### config.mk
export PLATFORM = sky130hd
export DESIGN_NAME = ptbl_ctrl
export DESIGN_NICKNAME = d
export VERILOG_FILES = /design/src/sv/ptbl_pkg.sv /design/src/sv/ptbl_ctrl.sv
export SDC_FILE = /design/constraint.sdc
export NUM_CORES = 1
export LEC_CHECK = 0
export BUFFER_PORTS_ARGS = -buffer_cell sky130_fd_sc_hd__buf_4
export CELL_PAD_IN_SITES_DETAIL_PLACEMENT = 0
export CELL_PAD_IN_SITES_GLOBAL_PLACEMENT = 2
export CORE_MARGIN = 10
export CORE_UTILIZATION = 24
export DETAILED_ROUTE_END_ITERATION = 6
export PLACE_DENSITY_LB_ADDON = 0.1
export SETUP_SLACK_MARGIN = 0.05
export SLEW_MARGIN = 10
export SYNTH_ARGS = -nofsm -noshare
export SYNTH_HDL_FRONTEND = slang
export SYNTH_SLANG_ARGS = --single-unit
### constraint.sdc
create_clock -name i_clk -period 2.2 [get_ports i_clk]
set_clock_uncertainty 0.2 [all_clocks]
set_input_delay 0.44 -clock i_clk [delete_from_list [all_inputs] [get_ports i_clk]]
set_output_delay 0.44 -clock i_clk [all_outputs]
set_load 0.05 [all_outputs]
### src/sv/ptbl_pkg.sv
// Shared types and constants for the per-source token bucket limiter.
// No dependencies; compiled first.
package ptbl_pkg;

    localparam logic [1:0] CMD_CHECK = 2'd0;
    localparam logic [1:0] CMD_SWEEP = 2'd1;
    localparam logic [1:0] CMD_CLEAR = 2'd2;

    localparam logic [1:0] FAM_V4 = 2'd0;
    localparam logic [1:0] FAM_V6 = 2'd1;

    localparam logic [1:0] REG_COST     = 2'd0;
    localparam logic [1:0] REG_CAPACITY = 2'd1;
    localparam logic [1:0] REG_LIMIT    = 2'd2;
    localparam logic [1:0] REG_TIMEOUT  = 2'd3;

    localparam logic [31:0] COST_RST     = 32'd50000000;
    localparam logic [39:0] CAPACITY_RST = 40'd250000000;
    localparam logic [10:0] LIMIT_RST    = 11'd1024;
    localparam logic [39:0] TIMEOUT_RST  = 40'd1000000000;

    typedef enum logic [1:0] {
        WR_NONE,
        WR_INVAL,
        WR_HIT,
        WR_INS
    } t_wr_kind;

    typedef struct packed {
        logic     load;
        logic     addr_clr;
        logic     addr_inc;
        logic     addr_hit;
        logic     addr_free;
        logic     scan_clr;
        logic     scan_eval;
        logic     calc1;
        logic     calc2;
        t_wr_kind wr;
        logic     cnt_inc;
        logic     cnt_dec;
    } t_dp_cmd;

    typedef struct packed {
        logic [1:0]  cmd;
        logic        fam_bad;
        logic        addr_last;
        logic        hit;
        logic        free;
        logic        full;
        logic        stale;
        logic        ok;
        logic [10:0] count;
    } t_dp_sts;

endpackage

### src/sv/ptbl_ctrl.sv
// Controller: sequences table clear, scans, refill steps and the result register.
// Depends on ptbl_pkg.
module ptbl_ctrl import ptbl_pkg::*; (
    input  logic        i_clk,
    input  logic        i_rst_n,
    input  logic        i_in_valid,
    output logic        o_in_ready,
    output logic        o_out_valid,
    input  logic        i_out_ready,
    output logic        o_allowed,
    output logic [10:0] o_count,
    output t_dp_cmd     o_cmd,
    input  t_dp_sts     i_sts
);
    typedef enum logic [3:0] {
        ST_INIT,
        ST_IDLE,
        ST_DISP,
        ST_RD,
        ST_EV,
        ST_CALC1,
        ST_CALC2,
        ST_HWR,
        ST_INS,
        ST_RESP
    } t_state;

    t_state      r_state, n_state;
    logic        r_allowed, n_allowed;
    logic        r_out_valid, n_out_valid;
    logic        r_o_allowed, n_o_allowed;
    logic [10:0] r_o_count, n_o_count;

    assign o_in_ready  = r_state == ST_IDLE;
    assign o_out_valid = r_out_valid;
    assign o_allowed   = r_o_allowed;
    assign o_count     = r_o_count;

    always_comb begin
        n_state     = r_state;
        n_allowed   = r_allowed;
        n_out_valid = r_out_valid && !i_out_ready;
        n_o_allowed = r_o_allowed;
        n_o_count   = r_o_count;
        o_cmd       = '0;
        o_cmd.wr    = WR_NONE;
        case (r_state)
            ST_INIT: begin
                o_cmd.wr = WR_INVAL;
                o_cmd.addr_inc = 1'b1;
                if (i_sts.addr_last) begin
                    n_state = ST_IDLE;
                end
            end
            ST_IDLE: begin
                if (i_in_valid) begin
                    o_cmd.load     = 1'b1;
                    o_cmd.addr_clr = 1'b1;
                    o_cmd.scan_clr = 1'b1;
                    n_allowed      = 1'b0;
                    n_state        = ST_DISP;
                end
            end
            ST_DISP: begin
                if (i_sts.cmd == CMD_CHECK && i_sts.fam_bad) begin
                    n_state = ST_RESP;
                end else if (i_sts.cmd == CMD_CHECK || i_sts.cmd == CMD_SWEEP ||
                             i_sts.cmd == CMD_CLEAR) begin
                    n_state = ST_RD;
                end else begin
                    n_state = ST_RESP;
                end
            end
            ST_RD: n_state = ST_EV;
            ST_EV: begin
                if (i_sts.cmd == CMD_CHECK) begin
                    o_cmd.scan_eval = 1'b1;
                end else if (i_sts.stale) begin
                    o_cmd.wr      = WR_INVAL;
                    o_cmd.cnt_dec = 1'b1;
                end
                if (!i_sts.addr_last) begin
                    o_cmd.addr_inc = 1'b1;
                    n_state = ST_RD;
                end else if (i_sts.cmd != CMD_CHECK) begin
                    n_state = ST_RESP;
                end else begin
                    // flags are settled except for the last slot, fold it in here
                    n_state = ST_CALC1;
                end
            end
            ST_CALC1: begin
                if (i_sts.hit) begin
                    o_cmd.calc1    = 1'b1;
                    o_cmd.addr_hit = 1'b1;
                    n_state = ST_CALC2;
                end else if (i_sts.full || !i_sts.free) begin
                    n_state = ST_RESP;
                end else begin
                    o_cmd.addr_free = 1'b1;
                    n_state = ST_INS;
                end
            end
            ST_CALC2: begin
                o_cmd.calc2 = 1'b1;
                n_state = ST_HWR;
            end
            ST_HWR: begin
                o_cmd.wr  = WR_HIT;
                n_allowed = i_sts.ok;
                n_state   = ST_RESP;
            end
            ST_INS: begin
                o_cmd.wr      = WR_INS;
                o_cmd.cnt_inc = 1'b1;
                n_allowed     = 1'b1;
                n_state       = ST_RESP;
            end
            ST_RESP: begin
                if (!r_out_valid || i_out_ready) begin
                    n_out_valid = 1'b1;
                    n_o_allowed = r_allowed;
                    n_o_count   = i_sts.count;
                    n_state     = ST_IDLE;
                end
            end
            default: n_state = ST_IDLE;
        endcase
    end

    always_ff @(posedge i_clk) begin
        if (!i_rst_n) begin
            r_state     <= ST_INIT;
            r_allowed   <= 1'b0;
            r_out_valid <= 1'b0;
            r_o_allowed <= 1'b0;
            r_o_count   <= '0;
        end else begin
            r_state     <= n_state;
            r_allowed   <= n_allowed;
            r_out_valid <= n_out_valid;
            r_o_allowed <= n_o_allowed;
            r_o_count   <= n_o_count;
        end
    end
endmodule

Word-level counts from Yosys, hierarchy flattened
Cells that the tools add are included.

word-level totals
  RAM bits = 0
  memories = 0
  logic and storage cells = 71
  bits in latches = 0
  register bits after elaboration = 18
  bits in read-only memories = 0
  input bits = 24
  output and inout port bits = 27

operators by class
  magnitude comparators = 0
  div/mod/pow operators = 0
  equality and inequality tests = 14
  multipliers = 0
  multiplexer cells = 35
  add/sub/neg operators = 0
  bitwise logic cells = 0
  shifts and indexed selects = 0
  reduce and logical (&&, ||, !) cells = 17

operators by type and width
  operator              number
  $pmux W4 S9           1
  $mux W4               8
  $mux W1               20
  $eq A4 B3 Y1 const B  4
  $eq A4 B2 Y1 const B  2
  $eq A4 B4 Y1 const B  2
  $pmux W2 S4           1
  $mux W2               3
  $ne A2 B2 Y1 const B  3
  $eq A4 B1 Y1 const B  1
  $logic_not A4 Y1      1
  $logic_or A1 B1 Y1    4
  $reduce_and A2 Y1     2
  $logic_not A1 Y1      3
  $pmux W1 S3           1
  $reduce_and A3 Y1     1
  $reduce_bool A3 Y1    1
  $eq A2 B1 Y1 const B  1
  $eq A2 B2 Y1 const B  1
  $logic_and A1 B1 Y1   2
  $logic_not A2 Y1      1
  $pmux W1 S2           1
  $reduce_bool A2 Y1    1
  $reduce_or A2 Y1      1

Longest topological paths before layout
Gate-level depths: netlist (run 1).

  depth in word-level cells = 6
  mapped depth = 6
  mapped depth without buffers = 4

Worst setup path before layout (run 1)
OpenSTA, ideal clock, no wires.

  path type = register to output
  start point = reg r_state[3]
  end point = out o_cmd[10] in the netlist's numbering
  required time = 1.560 ns
  buffers on the path = 2
  arrival time = 3.079 ns
  stages on the path, launching flop included = 4
  path slack = -1.519 ns
  path through = dfxtp_1 -> buf_4 -> clkbuf_1 -> a2111oi_0

RTL lines
  what                    line              text
  from (decl)             ptbl_ctrl.sv:28   t_state r_state, n_state;
  from (signal assigned)  ptbl_ctrl.sv:139  r_state <= n_state;
  to (decl)               ptbl_ctrl.sv:12   output t_dp_cmd o_cmd,

==> impl_results.md, run 1 <==
- Reg clk slew, reported paths: 0.07 ns
- Die Span Y: 84.6 µm
- Post-DP HPWL: 2.51 mm
- Pwr dens: 439 nW/µm²
- Critical path required time: 1.56 ns
- Critical Path End Type: output port
- Leak: 0.000800 µW
- CTS sink cnt: 18
- Yosys top cell by area: dfxtp_1
- GRT Max-Usage Layer: met2
- Final hold vios: 0
- Rows: 23
- Vias in the first global route: approximately 1100
- Vias: approximately 1000
- Crit path largest cell delay: 0.55 ns
- Clock root buffer: clkbuf_8
- Worst min path class: in2reg
- CP Class: reg2out
- First-pass GRT wire length: 5.31 mm
- Critical path data arrival time: 1.46 ns
- Critical-path top delay cell: or4b_4
- # DRC: 0
- Tcrit/Tclk final: 0.957
- Slew margin rel.: 0.641
- Post-Layout Cell Count: 222
- Num CTS Buffers: 3
- Syn_nets: 138
- Horiz. Die Dim: 84.6 µm
- CP max FO: 5
- Yosys cell types: 42
- Status: finished clean
- Reg area: 373 µm²
- DR WL/cell: ~14 µm
- Startpoint types: register
- Peak supply drop: between 300 and 400 µV
- CTS tree: yes
- Layout area overhead: 65.0%
- Initial antenna violation count: 0
- FF+latch count, synth: 18
- DIE AREA: between 7000 and 8000 µm²
- Pin count of the biggest net entering global routing: 17
- Crit-path cells: or4b_4, o21ai_2, buf_6
- Post-route minimum period: 2.10 ns
- # setup viols final: 0
- Routed Antenna Nets: 0
- Multi-input logic area: 611 µm²
- Fraction of layout cells with a size suffix above 1: 0.541
- Slew at the pin closest to its max-slew limit: ~0.54 ns
- Fmax: 475 MHz
- Met2 usage: 0.148
- Most used DFF post-synth: dfxtp_1
- Skew-Pair Late Insertion Delay: 0.24 ns
- Gpl congestion: 0.776
- Max-cap viol count: 0
- Total power: ~720 µW
- Fillers: around 430
- Final wirelength: 3.21 mm
- EDFF count, synth: 0
- Global Route met3 Usage: 0.0357
- Final design utilization: 0.410
- Effective utilization at floorplan: 0.248
- Total gr overflow: 0
- Mapped Avg Cell Area: 8.78 µm²
- Nets: 198
- Cells after Synth: 114
- Most frequent cells after synthesis: 18 x dfxtp_1, 13 x nor2_1, 12 x mux2i_1
- Async SR Flop Fraction: 0
- IO Port Bufs: 50
- Placed Cells: approximately 210
- Synthesis Warnings: 0
- Max Slew Vio Count: 0
- Met1 Use GR: 0.104
- Synth top area share: 0.360
- I/O pin count: a little over 50
- Synth area leaders: dfxtp_1 36%, mux2i_1 12%, nor2_1 4.9%
- CTS Buffer Depth: 2
- CTS Hold Bufs: 0
- Post-DP Area: ~1500 µm²
- Final hold slack: 0.220 ns
- Starting DRT DRC Count: 62
- Synthesized cell area: 1000 µm²
- Core footprint: 4030 µm²
- Unrepaired setup endpoints after global routing: true
- Cell with the most instances after synthesis: dfxtp_1
- First drt pass iteration count: 4
- Design Area, Final: 1650 µm²
- GRT Util Overall: 0.0871
- Sequential-to-total area share from yosys stat: 0.360
- H-tree levels: 1
- Via density: 4.55
- Antenna fix cells: 0
==> power breakdown <==
part	leakage (µW)	switching (µW)	internal, µW	total [µW]
sequential	0.000148	7.03	326	333
clock	0.0000216	101	121	222
combinational	0.000631	89.5	79.1	169
total	0.000800	198	527	724
==> metal layers <==
metal | up-vias | part of all wire
met1 | 470 | 0.42
met3 | 0 | 0.056
li1 | 518 | -
met2 | 21 | 0.52
met4 | 0 | 0
met5 | - | 0
==> worst paths after layout <==
| kind | from | to | slack, ns | cells after the start |
|---|---|---|---|---|
| max | r_state[1] | o_cmd[3] | 0.1 | 3 |
| min | i_sts[4] | o_count[4] | 0.22 | 3 |
| max reg2reg | r_state[1] | o_count[9] | 0.35 | 6 |
| min reg2reg | o_count[8] | o_count[8] | 0.30 | 2 |
==> what timing repair did <==
action / CTS / global route
gates resized for setup: 5 / 17
pin swaps: 0 / 3
setup endpoints to repair: 11 / 21
buffers inserted: 4 / 4
==> critical path, delay by kind of cell, from the launching register on <==
family	cells	cell delay, ns
and+or+nand+nor	1	0.55
DFF	1	0.37
buffers and inverters	1	0.19
AOI/OAI and AO/OA	1	0.11
==> cell families (layout without fill, tap and decap cells) <==
kind of cell | Yosys count | in the layout | synth area share
buffers and inverters | 17 | 75 | 0.102
AND/OR/NAND/NOR | 45 | 45 | 0.269
flip-flops | 18 | 18 | 0.360
AO/OA/AOI/OAI | 21 | 21 | 0.140
multiplexers | 12 | 12 | 0.120
XOR/XNOR | 1 | 1 | 0.00875
==> flip-flops by register name, indices dropped and copies added, names as in the netlist <==
name and count:
o_count 11, r_state 4, o_allowed 1, r_allowed 1
o_out_valid 1
==> layout by cell type (no fill, tap or decap), types with 2 or more instances in the layout <==
master and n:
nand2_1 5, nor3_1 2, nor4b_4 2, clkbuf_8 3
a21o_1 2, nand2b_1 2, inv_1 2, a21oi_1 6
dfxtp_1 14, buf_4 55, buf_6 8, nor3_2 3
nor2_1 13, inv_2 2, mux2i_1 12, nand3_1 3
buf_8 2, dfxtp_4 3, o21ai_1 2, o211ai_1 2
a31oi_1 2
==> cell type report <==
type / count / share of cell area
multi-input cells: 79 / 0.370
inverters: 6 / 0.0159
well taps: 50 / 0.0379
flip-flops and latches: 18 / 0.226
clock buffers: 3 / 0.0250
repair buffers: 66 / 0.326
==> metrics by stage <==
| stage | worst slack (ns) | setup TNS [ns] |
|---|---|---|
| 5_1_grt | 0.00452 | 0 |
| 3_3_place_gp | 0.200 | 0 |
| 4_1_cts | 0.0344 | 0 |
| 2_1_floorplan | -0.260 | -1.09 |
| 6_report | 0.0950 | 0 |
| 3_5_place_dp | 0.173 | 0 |
Note: power is estimated with default switching activity, not from simulation.
==> run 2, diff against run 1 <==
==> constraint.sdc (replaced) <==
create_clock -name i_clk -period 2.2 [get_ports i_clk]
set_clock_uncertainty 0.2 [all_clocks]
set_input_delay 0.22 -clock i_clk [delete_from_list [all_inputs] [get_ports i_clk]]
set_output_delay 0.22 -clock i_clk [all_outputs]
set_load 0.05 [all_outputs]
==> impl_results.md, run 2 (synthesized netlist as in run 1, its figures left out) <==
- Status: finished clean (unchanged)
- IO Port Bufs: 50 (unchanged)
- First drt pass iteration count: 4 (unchanged)
- First-pass GRT wire length: 4.93 mm (was 5.31 mm)
- Skew-Pair Late Insertion Delay: 0.25 ns (was 0.24 ns)
- Total gr overflow: 0 (unchanged)
- Max-cap viol count: 0 (unchanged)
- Post-Layout Cell Count: 216 (was 222)
- Critical Path End Type: output port (unchanged)
- Via density: 4.38 (was 4.55)
- Most common cell after layout, fill and taps aside: buf_4 (unchanged)
- Global Route met3 Usage: 0.0406 (was 0.0357)
- Worst min path class: in2reg (unchanged)
- Tcrit/Tclk final: 0.940 (was 0.957)
- Initial antenna violation count: 0 (unchanged)
- Unrepaired setup endpoints after global routing: false (was true)
- Most frequent cells in the layout: 54 x buf_4, 14 x dfxtp_1, 13 x nor2_1 (was 55 x buf_4, 14 x dfxtp_1, 13 x nor2_1)
- CTS Buffer Depth: 2 (unchanged)
- Critical-path top delay cell: or4b_4 (unchanged)
- Nets: 191 (was 198)
- Routed Antenna Nets: 0 (unchanged)
- Slew margin rel.: 0.639 (was 0.641)
- Vias in the first global route: 1020 (was 1085)
- Fraction of layout cells with a size suffix above 1: 0.476 (was 0.541)
- CP Class: reg2out (unchanged)
- Number of flip-flops under the largest register name: 11 (unchanged)
- GRT Util Overall: 0.0820 (was 0.0871)
- Die Span Y: 84.6 µm (unchanged)
- Layout area overhead: 53.2% (was 65.0%)
- Pin count of the biggest net entering global routing: 17 (unchanged)
- CTS tree: yes (unchanged)
- Net Sw Frac: 0.262 (was 0.273)
- DIE AREA: 7150 µm² (unchanged)
- Critical path required time: 1.78 ns (was 1.56 ns)
- Gpl congestion: 0.774 (was 0.776)
- H-tree levels: 1 (unchanged)
- CTS sink cnt: 18 (unchanged)
- # setup viols final: 0 (unchanged)
- Effective utilization at floorplan: 0.248 (unchanged)
- # DRC: 0 (unchanged)
- Final wirelength: 2.99 mm (was 3.21 mm)
- Met1 Use GR: 0.0951 (was 0.104)
- Fmax: 484 MHz (was 475 MHz)
- Horiz. Die Dim: 84.6 µm (unchanged)
- Clock root buffer: clkbuf_8 (unchanged)
- Num CTS Buffers: 3 (unchanged)
- Leak: 0.000736 µW (was 0.000800 µW)
- I/O pin count: 51 (unchanged)
- Clock power share: 0.354 (was 0.307)
- Antenna fix cells: 0 (unchanged)
- GRT Max-Usage Layer: met2 (unchanged)
- Met2 usage: 0.135 (was 0.148)
- Starting DRT DRC Count: 38 (was 62)
- Reg clk slew, reported paths: 0.07 ns (about the same)
- Pwr dens: 491 nW/µm² (was 439 nW/µm²)
- Startpoint types: register (unchanged)
- CP max FO: 8 (was 5)
- Post-route minimum period: 2.07 ns (was 2.10 ns)
- Slew at the pin closest to its max-slew limit: 0.539 ns (was 0.538 ns)
- Crit path largest cell delay: 0.52 ns (was 0.55 ns)
- Core footprint: 4030 µm² (unchanged)
- Vias: 945 (was 1009)
- Flop pwr share: 0.451 (was 0.460)
- Crit path top cell by count: buf_4
- Peak supply drop: 379 µV (was 314 µV)
- Total net switching power: 197 µW (was 198 µW)
- Comb pwr share: 0.195 (was 0.233)
- Setup_tns: 0 ns (unchanged)
- Post-DP HPWL: 2.37 mm (was 2.51 mm)
- Max Slew Vio Count: 0 (unchanged)
- Final hold vios: 0 (unchanged)
- Crit-path cells: buf_4, or4b_4, o21ai_2, buf_4 (was or4b_4, o21ai_2, buf_6)
- Critical path data arrival time: 1.65 ns (was 1.46 ns)
- DR WL/cell: 13.8 µm (was 14.5 µm)
- Placed Cells: 207 (was 211)
- Rows: 23 (unchanged)
- Int Power: 556 µW (was 527 µW)
-- run 2: cell count changes in the layout (fill, tap and decap cells not counted), moves of 2 or more --
cell           previous run  this run
buf_6                     8         0
dfxtp_4                   3         0
buf_8                     2         0
dlygate4sd3_1             0         5
dfxtp_2                   1         4
-- run 2: area by class of cell --
class                   count  area [µm²]
clock buffers               4        55.1
fillers                   426        2490
inverters                   6        26.3
multi-input cells          79         569
flip-flops and latches     18         365
well taps                  50        62.6
repair buffers             59         455
-- run 2: per-layer routing --
metal  wire length (µm)  part of all wire
met1               1320              0.44
met2               1460              0.49
met3                206             0.069
met4                  0                 0
met5                  0                 0
-- run 2: critical path: cells and delay by family (launching register included) --
kind                   cells  cell delay, ns
and+or+nand+nor            1            0.52
buffers and inverters      2            0.41
DFF                        1            0.37
AOI/OAI and AO/OA          1            0.10
-- run 2: final timing paths --
path	from	end	slack, ns	depth (start not counted)
setup / recovery	r_state[2]	o_cmd[3]	0.13	4
hold / removal	i_sts[10]	o_count[10]	0.002	3
setup reg to reg	r_state[2]	o_count[7]	0.33	5
hold reg to reg	o_count[5]	o_count[5]	0.30	2
-- run 2: what timing repair did --
item,4_1_cts,5_1_grt
buffers inserted,0,0
hold buffers,5,0
hold endpoints to repair,5,0
resized for setup,0,3
endpoints found under the setup margin,0,10
-- run 2: through the flow --
| step | instance area [µm²] | utilization | setup slack [ns] | total power [µW] | hold WS [ns] |
|---|---|---|---|---|---|
| after floorplan | 1050 | - | -0.305 | 436 | 0.154 |
| after global placement | 1430 | 0.354 | 0.270 | 488 | 0.253 |
| after detailed placement | 1430 | 0.354 | 0.234 | 488 | 0.259 |
| after CTS | 1530 | 0.380 | 0.0700 | 768 | 0.000764 |
| after global routing | 1530 | 0.381 | 0.0701 | 796 | 0.00636 |
| final | 1530 | 0.381 | 0.132 | 753 | 0.00155 |
-- run 2: power by group through the flow --
stage / clock network, µW / registers, µW / logic [µW]
5_1_grt: 297 / 340 / 158
6_report: 267 / 339 / 147
3_5_place_dp: 0 / 346 / 142
2_1_floorplan: 0 / 340 / 96.7
3_3_place_gp: 0 / 346 / 142
4_1_cts: 281 / 339 / 149
